### src/mu7d_pkg.sv
// types, constants and helper functions shared by the decoder modules
`timescale 1ns / 1ps

package mu7d_pkg;

   typedef enum logic [1:0] {
      CMD_PASS,
      CMD_OPEN,
      CMD_STORE,
      CMD_CLOSE
   } cmd_kind_type;

   typedef struct packed {
      cmd_kind_type kind;
      logic [7:0]   data;
      logic         last;
   } cmd_type;

   localparam int FIFO_DEPTH = 4;
   localparam int FIFO_AW    = 2;

   localparam logic [7:0] CHAR_AMP     = 8'h26;
   localparam logic [7:0] CHAR_DASH    = 8'h2D;
   localparam logic [7:0] CHAR_PLUS    = 8'h2B;
   localparam logic [7:0] CHAR_COMMA   = 8'h2C;
   localparam logic [7:0] CHAR_UPPER_A = 8'h41;
   localparam logic [7:0] CHAR_UPPER_Z = 8'h5A;
   localparam logic [7:0] CHAR_LOWER_A = 8'h61;
   localparam logic [7:0] CHAR_LOWER_Z = 8'h7A;
   localparam logic [7:0] CHAR_ZERO    = 8'h30;
   localparam logic [7:0] CHAR_NINE    = 8'h39;

   localparam logic [15:0] HIGH_FIRST = 16'hD800;
   localparam logic [15:0] HIGH_LAST  = 16'hDBFF;
   localparam logic [15:0] LOW_FIRST  = 16'hDC00;
   localparam logic [15:0] LOW_LAST   = 16'hDFFF;
   localparam logic [20:0] CP_PLANE1  = 21'h10000;

   localparam logic [7:0] UTF8_LEAD2 = 8'hC0;
   localparam logic [7:0] UTF8_LEAD3 = 8'hE0;
   localparam logic [7:0] UTF8_LEAD4 = 8'hF0;
   localparam logic [7:0] UTF8_CONT  = 8'h80;

   // {valid, six-bit value} of a modified base64 digit
   function automatic logic [6:0] digit_decode(input logic [7:0] c);
      logic [6:0] r;
      r = '0;
      if (c >= CHAR_UPPER_A && c <= CHAR_UPPER_Z) begin
         r = {1'b1, 6'(c - CHAR_UPPER_A)};
      end else if (c >= CHAR_LOWER_A && c <= CHAR_LOWER_Z) begin
         r = {1'b1, 6'(c - CHAR_LOWER_A + 8'd26)};
      end else if (c >= CHAR_ZERO && c <= CHAR_NINE) begin
         r = {1'b1, 6'(c - CHAR_ZERO + 8'd52)};
      end else if (c == CHAR_PLUS) begin
         r = {1'b1, 6'd62};
      end else if (c == CHAR_COMMA) begin
         r = {1'b1, 6'd63};
      end
      return r;
   endfunction

   function automatic logic is_high(input logic [15:0] u);
      return (u >= HIGH_FIRST) && (u <= HIGH_LAST);
   endfunction

   function automatic logic is_low(input logic [15:0] u);
      return (u >= LOW_FIRST) && (u <= LOW_LAST);
   endfunction

   // utf-8 length minus one
   function automatic logic [1:0] utf8_len(input logic [20:0] cp);
      logic [1:0] r;
      if (cp < 21'h80) begin
         r = 2'd0;
      end else if (cp < 21'h800) begin
         r = 2'd1;
      end else if (cp < CP_PLANE1) begin
         r = 2'd2;
      end else begin
         r = 2'd3;
      end
      return r;
   endfunction

   function automatic logic [7:0] utf8_byte(input logic [20:0] cp, input logic [1:0] len_m1,
                                            input logic [1:0] pos);
      logic [1:0] grp;
      logic [5:0] six;
      logic [7:0] r;
      grp = len_m1 - pos;
      case (grp)
         2'd0:    six = cp[5:0];
         2'd1:    six = cp[11:6];
         2'd2:    six = cp[17:12];
         default: six = {3'b000, cp[20:18]};
      endcase
      if (pos == 2'd0) begin
         case (len_m1)
            2'd0:    r = {1'b0, cp[6:0]};
            2'd1:    r = UTF8_LEAD2 | {3'b000, cp[10:6]};
            2'd2:    r = UTF8_LEAD3 | {4'b0000, cp[15:12]};
            default: r = UTF8_LEAD4 | {5'b00000, cp[20:18]};
         endcase
      end else begin
         r = UTF8_CONT | {2'b00, six};
      end
      return r;
   endfunction

endpackage

### src/mu7d_front.sv
// front end: accepts name bytes, tracks the shift and classifies each beat
`timescale 1ns / 1ps

module mu7d_front (
   input  logic              clock,
   input  logic              reset,
   input  logic              req_valid,
   output logic              req_stall,
   input  logic [7:0]        req_in_byte,
   input  logic              req_end_of_name,
   input  logic              fifo_full,
   output logic              push,
   output mu7d_pkg::cmd_type push_cmd
);

   logic in_shift_ff;
   logic in_shift_in;

   assign req_stall = fifo_full;
   assign push      = req_valid && !fifo_full;

   always_comb begin
      push_cmd.data = req_in_byte;
      push_cmd.last = req_end_of_name;
      push_cmd.kind = mu7d_pkg::CMD_PASS;
      in_shift_in   = in_shift_ff;
      if (!in_shift_ff) begin
         if (req_in_byte == mu7d_pkg::CHAR_AMP && !req_end_of_name) begin
            push_cmd.kind = mu7d_pkg::CMD_OPEN;
            in_shift_in   = 1'b1;
         end
      end else if (req_in_byte == mu7d_pkg::CHAR_DASH) begin
         push_cmd.kind = mu7d_pkg::CMD_CLOSE;
         in_shift_in   = 1'b0;
      end else begin
         push_cmd.kind = mu7d_pkg::CMD_STORE;
      end
      if (req_end_of_name) begin
         in_shift_in = 1'b0;
      end
   end

   always_ff @(posedge clock) begin
      if (reset) begin
         in_shift_ff <= 1'b0;
      end else if (push) begin
         in_shift_ff <= in_shift_in;
      end
   end

endmodule

### src/mu7d_fifo.sv
// short command queue between front and back end
`timescale 1ns / 1ps

module mu7d_fifo (
   input  logic              clock,
   input  logic              reset,
   input  logic              push,
   input  mu7d_pkg::cmd_type push_cmd,
   output logic              full,
   input  logic              pop,
   output mu7d_pkg::cmd_type pop_cmd,
   output logic              empty
);

   localparam int CNTW = mu7d_pkg::FIFO_AW + 1;

   mu7d_pkg::cmd_type             entry_ff [mu7d_pkg::FIFO_DEPTH];
   logic [mu7d_pkg::FIFO_AW-1:0]  wr_ptr_ff;
   logic [mu7d_pkg::FIFO_AW-1:0]  rd_ptr_ff;
   logic [CNTW-1:0]               count_ff;
   logic [CNTW-1:0]               count_in;

   assign full    = count_ff == CNTW'(mu7d_pkg::FIFO_DEPTH);
   assign empty   = count_ff == '0;
   assign pop_cmd = entry_ff[rd_ptr_ff];

   always_comb begin
      count_in = count_ff;
      if (push && !pop) begin
         count_in = count_ff + CNTW'(1);
      end else if (pop && !push) begin
         count_in = count_ff - CNTW'(1);
      end
   end

   always_ff @(posedge clock) begin
      if (push) begin
         entry_ff[wr_ptr_ff] <= push_cmd;
      end
   end

   always_ff @(posedge clock) begin
      if (reset) begin
         wr_ptr_ff <= '0;
         rd_ptr_ff <= '0;
         count_ff  <= '0;
      end else begin
         if (push) begin
            wr_ptr_ff <= wr_ptr_ff + mu7d_pkg::FIFO_AW'(1);
         end
         if (pop) begin
            rd_ptr_ff <= rd_ptr_ff + mu7d_pkg::FIFO_AW'(1);
         end
         count_ff <= count_in;
      end
   end

endmodule

### src/mu7d_back.sv
// back end: body store, shift decode to utf-8 and the result register
`timescale 1ns / 1ps

module mu7d_back #(
   parameter int MAX_BODY = 32
) (
   input  logic              clock,
   input  logic              reset,
   input  logic              fifo_empty,
   input  mu7d_pkg::cmd_type cmd,
   output logic              pop,
   output logic              rsp_valid,
   input  logic              rsp_stall,
   output logic [7:0]        rsp_out_byte,
   output logic              rsp_byte_valid,
   output logic              rsp_last_of_run,
   output logic              rsp_name_done,
   output logic              rsp_overflow
);

   localparam int CW = $clog2(MAX_BODY + 1);
   localparam int AW = $clog2(MAX_BODY);

   typedef enum logic [3:0] {
      ST_IDLE,
      ST_CHECK,
      ST_RAW_AMP,
      ST_RAW_BODY,
      ST_RAW_DASH,
      ST_DECODE,
      ST_EMIT,
      ST_FLUSH,
      ST_FIN
   } state_type;

   logic [7:0] body_mem [MAX_BODY];
   logic [7:0] rd_data_ff;

   state_type   state_ff, state_in;
   state_type   ret_ff, ret_in;
   logic [CW-1:0] count_ff, count_in;
   logic        ovf_ff, ovf_in;
   logic        run_ovf_ff, run_ovf_in;
   logic        dash_ff, dash_in;
   logic        end_ff, end_in;
   logic [CW-1:0] rd_idx_ff, rd_idx_in;
   logic        rd_ok_ff, rd_ok_in;
   logic        rd_last_ff, rd_last_in;
   logic [13:0] acc_ff, acc_in;
   logic [2:0]  bits_ff, bits_in;
   logic [7:0]  hi_ff, hi_in;
   logic        have_hi_ff, have_hi_in;
   logic [15:0] pend_ff, pend_in;
   logic        pend_valid_ff, pend_valid_in;
   logic [20:0] cp_ff, cp_in;
   logic [1:0]  len_ff, len_in;
   logic [1:0]  pos_ff, pos_in;
   logic        hold_valid_ff, hold_valid_in;
   logic [7:0]  hold_byte_ff, hold_byte_in;
   logic        rsp_valid_ff, rsp_valid_in;
   logic [7:0]  rsp_byte_ff, rsp_byte_in;
   logic        rsp_bv_ff, rsp_bv_in;
   logic        rsp_last_ff, rsp_last_in;
   logic        rsp_done_ff, rsp_done_in;
   logic        rsp_ovf_ff, rsp_ovf_in;

   logic        step;
   logic        rd_en;
   logic        wr_en;
   logic        put_en;
   logic [7:0]  put_val;
   logic        fin_en;
   logic [6:0]  digit;
   logic [13:0] acc_next;
   logic [3:0]  bits_sum;
   logic        byte_ready;
   logic [2:0]  byte_shift;
   logic [7:0]  new_byte;
   logic [15:0] unit;
   logic        unit_ready;
   logic        unit_high;
   logic        unit_low;
   logic        u_emit;
   logic [20:0] u_cp;
   logic        u_pend_valid;
   logic [15:0] u_pend;

   assign step       = !rsp_valid_ff || !rsp_stall;
   assign digit      = mu7d_pkg::digit_decode(rd_data_ff);
   assign acc_next   = {acc_ff[7:0], digit[5:0]};
   assign bits_sum   = {1'b0, bits_ff} + 4'd6;
   assign byte_ready = bits_sum >= 4'd8;
   assign byte_shift = 3'(bits_sum - 4'd8);
   assign new_byte   = 8'(acc_next >> byte_shift);
   assign unit       = {hi_ff, new_byte};
   assign unit_ready = byte_ready && have_hi_ff;
   assign unit_high  = mu7d_pkg::is_high(unit);
   assign unit_low   = mu7d_pkg::is_low(unit);

   // surrogate pairing of a finished utf-16 unit
   always_comb begin
      u_emit       = 1'b0;
      u_cp         = {5'b00000, unit};
      u_pend_valid = pend_valid_ff;
      u_pend       = pend_ff;
      if (unit_ready) begin
         if (pend_valid_ff && unit_low) begin
            u_emit       = 1'b1;
            u_cp         = mu7d_pkg::CP_PLANE1 + 21'({pend_ff[9:0], unit[9:0]});
            u_pend_valid = 1'b0;
         end else begin
            u_pend_valid = 1'b0;
            if (unit_high) begin
               u_pend       = unit;
               u_pend_valid = 1'b1;
            end else if (!unit_low) begin
               u_emit = 1'b1;
            end
         end
      end
   end

   always_comb begin
      state_in      = state_ff;
      ret_in        = ret_ff;
      count_in      = count_ff;
      ovf_in        = ovf_ff;
      run_ovf_in    = run_ovf_ff;
      dash_in       = dash_ff;
      end_in        = end_ff;
      rd_idx_in     = rd_idx_ff;
      rd_ok_in      = rd_ok_ff;
      rd_last_in    = rd_last_ff;
      acc_in        = acc_ff;
      bits_in       = bits_ff;
      hi_in         = hi_ff;
      have_hi_in    = have_hi_ff;
      pend_in       = pend_ff;
      pend_valid_in = pend_valid_ff;
      cp_in         = cp_ff;
      len_in        = len_ff;
      pos_in        = pos_ff;
      hold_valid_in = hold_valid_ff;
      hold_byte_in  = hold_byte_ff;
      rsp_valid_in  = rsp_valid_ff;
      rsp_byte_in   = rsp_byte_ff;
      rsp_bv_in     = rsp_bv_ff;
      rsp_last_in   = rsp_last_ff;
      rsp_done_in   = rsp_done_ff;
      rsp_ovf_in    = rsp_ovf_ff;
      pop           = 1'b0;
      rd_en         = 1'b0;
      wr_en         = 1'b0;
      put_en        = 1'b0;
      put_val       = '0;
      fin_en        = 1'b0;

      if (step) begin
         rsp_valid_in = 1'b0;

         // body walk: one read issued per step while bytes remain, its data registered in rd_data_ff
         if (state_ff == ST_CHECK || state_ff == ST_RAW_BODY || state_ff == ST_DECODE) begin
            rd_en      = rd_idx_ff < count_ff;
            rd_idx_in  = rd_en ? rd_idx_ff + CW'(1) : rd_idx_ff;
            rd_ok_in   = rd_en;
            rd_last_in = rd_en && (rd_idx_ff == count_ff - CW'(1));
         end

         unique case (state_ff)
            ST_IDLE: begin
               if (!fifo_empty) begin
                  pop = 1'b1;
                  unique case (cmd.kind)
                     mu7d_pkg::CMD_PASS: begin
                        rsp_valid_in = 1'b1;
                        rsp_byte_in  = cmd.data;
                        rsp_bv_in    = 1'b1;
                        rsp_last_in  = 1'b1;
                        rsp_done_in  = cmd.last;
                        rsp_ovf_in   = 1'b0;
                        if (cmd.last) begin
                           count_in = '0;
                           ovf_in   = 1'b0;
                        end
                     end
                     mu7d_pkg::CMD_OPEN: begin
                        count_in = '0;
                        ovf_in   = 1'b0;
                     end
                     mu7d_pkg::CMD_STORE: begin
                        if (count_ff < CW'(MAX_BODY)) begin
                           wr_en    = 1'b1;
                           count_in = count_ff + CW'(1);
                        end else begin
                           ovf_in = 1'b1;
                        end
                        if (cmd.last) begin
                           state_in   = ST_CHECK;
                           dash_in    = 1'b0;
                           end_in     = 1'b1;
                           run_ovf_in = ovf_ff || (count_ff >= CW'(MAX_BODY));
                           rd_idx_in  = '0;
                           rd_ok_in   = 1'b0;
                        end
                     end
                     mu7d_pkg::CMD_CLOSE: begin
                        if (count_ff == '0) begin
                           rsp_valid_in = 1'b1;
                           rsp_byte_in  = mu7d_pkg::CHAR_AMP;
                           rsp_bv_in    = 1'b1;
                           rsp_last_in  = 1'b1;
                           rsp_done_in  = cmd.last;
                           rsp_ovf_in   = ovf_ff;
                           ovf_in       = 1'b0;
                        end else begin
                           state_in   = ST_CHECK;
                           dash_in    = 1'b1;
                           end_in     = cmd.last;
                           run_ovf_in = ovf_ff;
                           rd_idx_in  = '0;
                           rd_ok_in   = 1'b0;
                        end
                     end
                     default: begin
                     end
                  endcase
               end
            end
            ST_CHECK: begin
               if (rd_ok_ff) begin
                  if (!digit[6]) begin
                     state_in  = ST_RAW_AMP;
                     rd_idx_in = '0;
                     rd_ok_in  = 1'b0;
                  end else if (rd_last_ff) begin
                     state_in      = ST_DECODE;
                     rd_idx_in     = '0;
                     rd_ok_in      = 1'b0;
                     acc_in        = '0;
                     bits_in       = '0;
                     have_hi_in    = 1'b0;
                     pend_valid_in = 1'b0;
                  end
               end
            end
            ST_RAW_AMP: begin
               put_en   = 1'b1;
               put_val  = mu7d_pkg::CHAR_AMP;
               state_in = ST_RAW_BODY;
            end
            ST_RAW_BODY: begin
               if (rd_ok_ff) begin
                  put_en  = 1'b1;
                  put_val = rd_data_ff;
                  if (rd_last_ff) begin
                     state_in = dash_ff ? ST_RAW_DASH : ST_FIN;
                  end
               end
            end
            ST_RAW_DASH: begin
               put_en   = 1'b1;
               put_val  = mu7d_pkg::CHAR_DASH;
               state_in = ST_FIN;
            end
            ST_DECODE: begin
               if (rd_ok_ff) begin
                  acc_in        = acc_next;
                  bits_in       = byte_ready ? byte_shift : bits_sum[2:0];
                  pend_in       = u_pend;
                  pend_valid_in = u_pend_valid;
                  if (byte_ready) begin
                     hi_in      = new_byte;
                     have_hi_in = !have_hi_ff;
                  end
                  if (u_emit) begin
                     cp_in    = u_cp;
                     len_in   = mu7d_pkg::utf8_len(u_cp);
                     pos_in   = '0;
                     state_in = ST_EMIT;
                     ret_in   = rd_last_ff ? ST_FLUSH : ST_DECODE;
                  end else if (rd_last_ff) begin
                     state_in = ST_FLUSH;
                  end
               end
            end
            ST_EMIT: begin
               put_en  = 1'b1;
               put_val = mu7d_pkg::utf8_byte(cp_ff, len_ff, pos_ff);
               pos_in  = pos_ff + 2'd1;
               if (pos_ff == len_ff) begin
                  state_in = ret_ff;
               end
            end
            ST_FLUSH: begin
               // lone high surrogate at the end goes out as three bytes
               if (pend_valid_ff) begin
                  cp_in         = {5'b00000, pend_ff};
                  len_in        = 2'd2;
                  pos_in        = '0;
                  pend_valid_in = 1'b0;
                  state_in      = ST_EMIT;
                  ret_in        = ST_FIN;
               end else begin
                  state_in = ST_FIN;
               end
            end
            ST_FIN: begin
               fin_en   = 1'b1;
               count_in = '0;
               ovf_in   = 1'b0;
               state_in = ST_IDLE;
            end
            default: begin
               state_in = ST_IDLE;
            end
         endcase

         // one byte held back so the last one of a run can be marked
         if (put_en) begin
            if (hold_valid_ff) begin
               rsp_valid_in = 1'b1;
               rsp_byte_in  = hold_byte_ff;
               rsp_bv_in    = 1'b1;
               rsp_last_in  = 1'b0;
               rsp_done_in  = 1'b0;
               rsp_ovf_in   = run_ovf_ff;
            end
            hold_valid_in = 1'b1;
            hold_byte_in  = put_val;
         end

         if (fin_en) begin
            if (hold_valid_ff) begin
               rsp_valid_in  = 1'b1;
               rsp_byte_in   = hold_byte_ff;
               rsp_bv_in     = 1'b1;
               rsp_last_in   = 1'b1;
               rsp_done_in   = end_ff;
               rsp_ovf_in    = run_ovf_ff;
               hold_valid_in = 1'b0;
            end else if (end_ff) begin
               rsp_valid_in = 1'b1;
               rsp_byte_in  = '0;
               rsp_bv_in    = 1'b0;
               rsp_last_in  = 1'b1;
               rsp_done_in  = 1'b1;
               rsp_ovf_in   = run_ovf_ff;
            end
         end
      end
   end

   always_ff @(posedge clock) begin
      if (wr_en) begin
         body_mem[count_ff[AW-1:0]] <= cmd.data;
      end
      if (rd_en) begin
         rd_data_ff <= body_mem[rd_idx_ff[AW-1:0]];
      end
   end

   always_ff @(posedge clock) begin
      if (reset) begin
         state_ff      <= ST_IDLE;
         ret_ff        <= ST_IDLE;
         count_ff      <= '0;
         ovf_ff        <= 1'b0;
         rd_ok_ff      <= 1'b0;
         rd_last_ff    <= 1'b0;
         have_hi_ff    <= 1'b0;
         pend_valid_ff <= 1'b0;
         hold_valid_ff <= 1'b0;
         rsp_valid_ff  <= 1'b0;
      end else begin
         state_ff      <= state_in;
         ret_ff        <= ret_in;
         count_ff      <= count_in;
         ovf_ff        <= ovf_in;
         rd_ok_ff      <= rd_ok_in;
         rd_last_ff    <= rd_last_in;
         have_hi_ff    <= have_hi_in;
         pend_valid_ff <= pend_valid_in;
         hold_valid_ff <= hold_valid_in;
         rsp_valid_ff  <= rsp_valid_in;
      end
      run_ovf_ff   <= run_ovf_in;
      dash_ff      <= dash_in;
      end_ff       <= end_in;
      rd_idx_ff    <= rd_idx_in;
      acc_ff       <= acc_in;
      bits_ff      <= bits_in;
      hi_ff        <= hi_in;
      pend_ff      <= pend_in;
      cp_ff        <= cp_in;
      len_ff       <= len_in;
      pos_ff       <= pos_in;
      hold_byte_ff <= hold_byte_in;
      rsp_byte_ff  <= rsp_byte_in;
      rsp_bv_ff    <= rsp_bv_in;
      rsp_last_ff  <= rsp_last_in;
      rsp_done_ff  <= rsp_done_in;
      rsp_ovf_ff   <= rsp_ovf_in;
   end

   assign rsp_valid       = rsp_valid_ff;
   assign rsp_out_byte    = rsp_byte_ff;
   assign rsp_byte_valid  = rsp_bv_ff;
   assign rsp_last_of_run = rsp_last_ff;
   assign rsp_name_done   = rsp_done_ff;
   assign rsp_overflow    = rsp_ovf_ff;

endmodule

### src/modified_utf7_decoder_top.sv
// top level of the modified utf-7 mailbox name decoder
//
//   channel  dir  beat                                     handshake
//   req      in   in_byte, end_of_name                     req_valid / req_stall
//   rsp      out  out_byte, byte_valid, last_of_run,        rsp_valid / rsp_stall
//                 name_done, overflow
//
// a plain byte is passed on in the idle state, queued behind a four-entry command queue
// closing a shift walks the body store through its single read port, once to check it
// and once to decode or copy it; reset clears the queue, the fsm and valid flags, and
// the body store needs no clearing pass; rsp_stall freezes the back end while rsp_valid
// is set, and req_stall rises only while the queue is full
`timescale 1ns / 1ps

module modified_utf7_decoder_top #(
   parameter int MAX_BODY = 32
) (
   input  logic       clock,
   input  logic       reset,
   input  logic       req_valid,
   output logic       req_stall,
   input  logic [7:0] req_in_byte,
   input  logic       req_end_of_name,
   output logic       rsp_valid,
   input  logic       rsp_stall,
   output logic [7:0] rsp_out_byte,
   output logic       rsp_byte_valid,
   output logic       rsp_last_of_run,
   output logic       rsp_name_done,
   output logic       rsp_overflow
);

   logic              push;
   logic              pop;
   logic              fifo_full;
   logic              fifo_empty;
   mu7d_pkg::cmd_type push_cmd;
   mu7d_pkg::cmd_type pop_cmd;

   mu7d_front u_front (
      .clock           (clock),
      .reset           (reset),
      .req_valid       (req_valid),
      .req_stall       (req_stall),
      .req_in_byte     (req_in_byte),
      .req_end_of_name (req_end_of_name),
      .fifo_full       (fifo_full),
      .push            (push),
      .push_cmd        (push_cmd)
   );

   mu7d_fifo u_fifo (
      .clock    (clock),
      .reset    (reset),
      .push     (push),
      .push_cmd (push_cmd),
      .full     (fifo_full),
      .pop      (pop),
      .pop_cmd  (pop_cmd),
      .empty    (fifo_empty)
   );

   mu7d_back #(
      .MAX_BODY (MAX_BODY)
   ) u_back (
      .clock           (clock),
      .reset           (reset),
      .fifo_empty      (fifo_empty),
      .cmd             (pop_cmd),
      .pop             (pop),
      .rsp_valid       (rsp_valid),
      .rsp_stall       (rsp_stall),
      .rsp_out_byte    (rsp_out_byte),
      .rsp_byte_valid  (rsp_byte_valid),
      .rsp_last_of_run (rsp_last_of_run),
      .rsp_name_done   (rsp_name_done),
      .rsp_overflow    (rsp_overflow)
   );

endmodule

### config.mk
export PLATFORM = sky130hd
export DESIGN_NAME = modified_utf7_decoder_top
export DESIGN_NICKNAME = d
export VERILOG_FILES = /design/src/mu7d_pkg.sv /design/src/mu7d_front.sv /design/src/mu7d_fifo.sv /design/src/mu7d_back.sv /design/src/modified_utf7_decoder_top.sv
export SDC_FILE = /design/constraint.sdc
export NUM_CORES = 1
export LEC_CHECK = 0
export BUFFER_PORTS_ARGS = -buffer_cell sky130_fd_sc_hd__buf_4
export CAP_MARGIN = 10
export CORE_ASPECT_RATIO = 0.5
export CORE_UTILIZATION = 45
export DETAILED_ROUTE_END_ITERATION = 8
export PLACE_DENSITY = 0.73
export SLEW_MARGIN = 10
export SYNTH_ARGS = -nofsm -noshare
export SYNTH_HDL_FRONTEND = slang
export SYNTH_SLANG_ARGS = --single-unit
### constraint.sdc
create_clock -name clock -period 3.32 [get_ports clock]
set_input_delay 0.166 -clock clock [delete_from_list [all_inputs] [get_ports clock]]
set_output_delay 0.166 -clock clock [all_outputs]
set_load 0.05 [all_outputs]
Yosys cells after proc, flatten, opt, wreduce, memory -nomap -nowiden
Memories as Yosys holds them, arrays and structs flattened. A register that Yosys moved wholly into a read port is not among the register bits.
Cells that the tools add are included.

cells by class
  multiplexer cells = 199
  order comparisons = 17
  reduce and logical (&&, ||, !) cells = 51
  $add $sub $neg = 17
  bitwise gates (word level) = 2
  eq/ne operators = 46
  shift operators = 1

operators with widths
  cell                                                          count
  two-way mux 8 bit                                             14
  two-way mux 21 bit                                            5
  two-way mux 1 bit                                             97
  two-way mux 4 bit                                             17
  two-way mux 6 bit                                             11
  case mux 21 bit (2 select lines)                              1
  case mux 6 bit (2 select lines)                               3
  case mux 6 bit (3 select lines)                               2
  two-way mux 7 bit                                             5
  == test 8 x 6 -> 1 bit, second input constant                 4
  >= comparator 16 bit, second input constant                   2
  <= comparator 16 bit, second input constant                   2
  case mux 4 bit (8 select lines)                               1
  case mux 8 bit (2 select lines)                               2
  case mux 8 bit (4 select lines)                               1
  AND reduction 6 bit                                           5
  case mux 1 bit (2 select lines)                               13
  two-way mux 2 bit                                             12
  inequality test 2 x 1 -> 1 bit, second input constant         12
  case mux 8 bit (3 select lines)                               1
  adder 17 x 20 -> 21 bit, first input constant                 1
  less-than comparator 21 x 12 -> 1 bit, second input constant  1
  less-than comparator 21 x 17 -> 1 bit, second input constant  1
  less-than comparator 21 x 8 -> 1 bit, second input constant   1
  56 further kinds                                              119

storage, ports and cells
  memories kept = 2
  register bits after elaboration = 118
  input port bits = 13
  logic and storage cells = 366
  memory bits (writable) = 300

memory list
  name             depth  width  read ports  clocked after memory_dff  wr ports  RTL line         RTL
  u_back.body_mem  32     8      1           1                         1         mu7d_back.sv:36  logic [7:0] body_mem [MAX_BODY];
  u_fifo.entry_ff  4      11     1           1                         1         mu7d_fifo.sv:17  mu7d_pkg::cmd_type entry_ff [mu7d_pkg::FIFO_DEPTH];

Longest topological paths before layout
  depth in word-level cells = 19
  depth in mapped cells = 11
  mapped depth without buffers = 9

Cells and area by module
From an unflattened synthesis, not the netlist that was laid out.

unflattened totals
  cells, all modules = 1245
  area, all modules = 19072.0 sq um

modules (own cells, without submodules)
  module      area each (sq um)  instances  cells each
  mu7d_back   16846.2            1          1121
  mu7d_fifo   2018.2             1          101
  mu7d_front  207.7              1          23

Least setup slack after synthesis
Ideal clock, no wire load.

  path kind = flip-flop to flip-flop
  start point = reg u_back.rsp_valid_ff (netlist: u_back.rsp_valid)
  end point = reg u_back.acc_ff[0], enable pin
  stages on the path, launching flop included = 7
  arrival time = 3126 ps
  library setup time = 407 ps
  setup slack = -214 ps
  path buffers = 1
  path through = dfxtp_1 > and2_1 > inv_1 > clkbuf_1 > o21ai_0 > a21oi_1 > nor4b_1

between the ends
  cells in the longest elaborated chain, start to end = 3

RTL lines
  what                           RTL line          RTL
  start: declaration             mu7d_back.sv:60   logic rsp_valid_ff, rsp_valid_in;
  start signal: assignment       mu7d_back.sv:384  rsp_valid_ff <= rsp_valid_in;
  logical NOT 1 bit              mu7d_back.sv:88   assign step = !rsp_valid_ff || !rsp_stall;
  logical OR 1 bit               mu7d_back.sv:88
  via u_back.step                mu7d_back.sv:67   logic step;
  AND reduction 6 bit (no line)  --
  end signal: assignment         mu7d_back.sv:390  acc_ff <= acc_in;
  end: declaration               mu7d_back.sv:49   logic [13:0] acc_ff, acc_in;

The timed path passes the listed nets, and every way through them passes these cells.
A chain may end at the register's enable or synchronous reset.

Final worst setup path
  start point = reg u_back.rd_data_ff[1], read port of u_back.body_mem
  end point = reg u_back.cp_ff[1], data pin

between the ends
  cells in the longest elaborated chain, start to end = 15

RTL lines
  what                                                                      RTL line          RTL
  start: declaration                                                        mu7d_back.sv:37   logic [7:0] rd_data_ff;
  parallel branches: the longest is 5 deep, another holds subtractor 6 bit  --
  two-way mux 7 bit (*)                                                     mu7d_pkg.sv:48    if (c >= CHAR_UPPER_A && c <= CHAR_UPPER_Z) begin
  >> shifter 14 x 3 -> 8 bit (*)                                            mu7d_back.sv:94   assign new_byte = 8'(acc_next >> byte_shift);
  >= comparator 16 bit or <= comparator 16 bit (tied branches)              mu7d_pkg.sv:67    return (u >= LOW_FIRST) && (u <= LOW_LAST);
  logical AND 1 bit                                                         mu7d_pkg.sv:67
  logical AND 1 bit                                                         mu7d_back.sv:107  if (pend_valid_ff && unit_low) begin
  two-way mux 21 bit                                                        mu7d_back.sv:107
  two-way mux 21 bit (*)                                                    mu7d_back.sv:106  if (unit_ready) begin
  two-way mux 21 bit (*)                                                    mu7d_back.sv:275  if (u_emit) begin
  two-way mux 21 bit (*)                                                    mu7d_back.sv:266  if (rd_ok_ff) begin
  case mux 21 bit (2 select lines) (*)                                      mu7d_back.sv:169  unique case (state_ff)
  end signal: assignment                                                    mu7d_back.sv:394  cp_ff <= cp_in;
  end: declaration                                                          mu7d_back.sv:55   logic [20:0] cp_ff, cp_in;

Every way passes the cells marked *. The select of a mux whose other input is x is not followed.

==> flow_metrics.env <==
export IMPL_status="completed"
export IMPL_skew_ps=27.5
export IMPL_critPathTopFamily="compound AO/OA/AOI/OAI gates"
export IMPL_setup_tns_final_ps=0
export IMPL_ios=27
export IMPL_netlist_area_um2=19000
export IMPL_crit_fanout=9
export IMPL_slowest_delay_ps=560
export IMPL_grt_total_usage_pct=21.0
export IMPL_num_vias=11600
export IMPL_wl_um=44900
export IMPL_vias_per_cell=6.05
export IMPL_crit_chain="inv_1 -> ha_1 -> and4bb_2 -> a311oi_2 -> a21oi_1 -> a21oi_2 -> a22oi_1 -> a31oi_1"
export IMPL_critPathKind="register to register"
export IMPL_yosysTopAreaCellShare_pct=62.4
export IMPL_layout_nets=1368
export IMPL_syn_inst=1228
export IMPL_p_per_area_nw_per_um2=775
export IMPL_post_drt_wl_per_cell_um=23.5
export IMPL_synthTopCellsByArea="edfxtp_1 (62%), mux4_2 (11%), dfxtp_1 (3.2%), ha_1 (2.4%), nor2_1 (2.0%)"
export IMPL_synth_common_cells="edfxtp_1 (396), nor2_1 (101), mux4_2 (96)"
export IMPL_firstDrtPassIters=5
export IMPL_antenna_found_initial=0
export IMPL_avgSynthCellArea_um2=15.5
export IMPL_relSlewSlack_pct=51.0
export IMPL_clkPwrFrac_pct=27.1
export IMPL_postCtsSetupBuffers=0
export IMPL_clock_latency_ps=550
export IMPL_reg2reg_slack_ps=280
export IMPL_crit_required_ps=3670
export IMPL_finalHoldViolations=0
export IMPL_yosysWarningCount=0
export IMPL_critPathBufInv=1
export IMPL_cts_buffer_depth=3
export IMPL_grt_overflow_total=0
export IMPL_grt_pass1_vias=11400
export IMPL_hold_ws_ps=114
export IMPL_finalCritPeriodShare_pct=91.5
export IMPL_pwr_share_seq_pct=41.7
export IMPL_min_period_ps=3040
export IMPL_switching_share_pct=32.4
export IMPL_cts_buffers=40
export IMPL_finalMaxSlewViolations=0
export IMPL_die_h_um=147
export IMPL_synth_seq_cells=426
export IMPL_holdCritPathClass="input pin to register"
export IMPL_worst_slew_pin_slew_ps=735
export IMPL_placed_cells=1833
export IMPL_setup_viol=0
export IMPL_htree_levels=2
export IMPL_num_antenna_cells=0
export IMPL_finish_instance_area_um2=21700
export IMPL_drc_errors=0
export IMPL_synth_flop_cell="edfxtp_1"
export IMPL_grt_pass1_wl_um=68700
export IMPL_synth_cell_types=91
export IMPL_grt_start_max_net_pins=49
export IMPL_yosysTopAreaCell="edfxtp_1"
export IMPL_yosysMostFrequentCell="edfxtp_1"
export IMPL_timing_fmax_mhz=329
export IMPL_cts_root_buffer="clkbuf_16"
export IMPL_final_setup_worst_slack_ps=282
export IMPL_crit_path_top_delay_cell="edfxtp_1"
export IMPL_synth_seq_area_share_pct=65.6
export IMPL_num_rows=52
export IMPL_placed_area_um2=20300
export IMPL_coreArea_um2=41100
export IMPL_cts_clk_slew_worst_paths_ps=70
export IMPL_end_kind="register"
export IMPL_p_comb_share_pct=31.2
export IMPL_start_kind="register"
export IMPL_place_ws_ps=246
export IMPL_max_cap_viol_count=0
export IMPL_area_growth_pct=13.7
export IMPL_worstPathArrival_ps=3380
export IMPL_async_reset_ff_share_pct=0
export IMPL_p_leak_uw=0.00718
export IMPL_p_int_uw=11300
export IMPL_die_width_um=293
export IMPL_rsz0062_at_grt="no"
export IMPL_n_fill_cell=3247
export IMPL_syn_nets=1278
export IMPL_synth_edf_count=396
export IMPL_clkSinkCount=426
export IMPL_drt_initial_drc_count=1566
export IMPL_ir_worst_vdd_mv=0.533
export IMPL_design_die_area_um2=43200
export IMPL_layout_drive_gt1_share_pct=22.2
export IMPL_cts_tree="yes"
export IMPL_p_sw_uw=5450
export IMPL_portBuffers=26
export IMPL_dp_hpwl_um=30100
export IMPL_place_gp_congestion=0.914
export IMPL_finalNonFillerCells=1916
export IMPL_start_util_pct=46.4
export IMPL_ant_nets=0
## kinds of logic after synthesis
group	count (synthesis)	synth area share (%)
compound gates	199	7.50
xor+xnor	23	1.06
fa+ha+maj	37	2.47
buf+inv	102	2.27
flops	426	65.6
mux	125	13.0
simple gates	316	8.17
## worst reg2reg max path: stages, from the launching register on
cell,delay (ps)
edfxtp_1,560
inv_1,170
ha_1,330
and4bb_2,320
a311oi_2,510
a21oi_1,170
a21oi_2,310
a22oi_1,200
a31oi_1,270
## cell usage in the layout, fill, tap and decap left out, types with 10 or more instances in the layout
cell,instances
dlygate4sd3_1,10
mux2_2,12
o21ai_1,14
dfxtp_1,30
mux2i_1,16
mux4_2,96
and2_1,13
or3_1,10
nor2b_1,14
xnor2_1,18
nor2_1,101
a21oi_1,40
inv_1,37
clkbuf_16,40
nor3_1,16
nand3_1,23
a31oi_1,19
nand2_1,83
buf_4,99
edfxtp_1,396
o21ai_0,24
clkinv_2,12
ha_1,36
## routing by layer
metal / part of all wire [%] / GRT usage (%) / vias up
li1: - / - / 5047
met1: 43 / 30.0 / 5826
met2: 46 / 32.4 / 614
met3: 9.2 / 4.54 / 97
met4: 2.5 / 6.31 / 0
met5: 0 / 0 / -
## cell type report
class | instances | area (µm²) | area share, %
Inverter | 40 | 150 | 0.693
Clock inverter | 29 | 282 | 1.30
Tap cell | 567 | 709 | 3.28
Clock buffer | 44 | 1020 | 4.69
Multi-Input combinational cell | 700 | 6150 | 28.4
Sequential cell | 426 | 12500 | 57.7
Timing Repair Buffer | 110 | 863 | 3.99
## repair_timing
item	CTS	global route
endpoints found under the setup margin	0	3
hold endpoints to repair	43	0
gates resized for setup	0	2
hold buffers	10	0
## metrics by stage
| stage | total power (µW) | utilization, % |
|---|---|---|
| after floorplan | 10700 | - |
| after global placement | 12200 | 49.3 |
| after detailed placement | 12300 | 49.3 |
| after CTS | 16800 | 52.7 |
| after global routing | 17400 | 52.8 |
| final | 16800 | 52.8 |
## power by group through the flow
| stage | logic, µW | registers, µW | clock network [µW] |
|---|---|---|---|
| final | 5240 | 7000 | 4560 |
| after global routing | 5580 | 7040 | 4810 |
| after CTS | 5200 | 7000 | 4630 |
| after detailed placement | 5170 | 7110 | 0 |
| after global placement | 5060 | 7090 | 0 |
| after floorplan | 3500 | 7190 | 0 |
## state kept, by name, summed over array words and instances (netlist names), 8 cells and up, named ones only
register,count
u_back.rd_data_ff,8
u_back.cp_ff,21
u_back.pend_ff,16
u_back.hold_byte_ff,8
u_back.rsp_out_byte,8
u_back.body_mem,256
u_fifo.entry_ff,44
u_back.hi_ff,8
u_back.acc_ff,8
## path summary, 6_finish.rpt
check	startpoint	endpoint	cells after the start
worst max-delay path	u_back.rd_data_ff[1]	u_back.cp_ff[1]	8
worst min-delay path	req_valid	u_front.in_shift_ff	4
worst max register to register	u_back.rd_data_ff[1]	u_back.cp_ff[1]	8
worst min register to register	u_back.hi_ff[1]	u_back.pend_ff[9]	0
No activity file was read; power rests on OpenSTA's default activity.
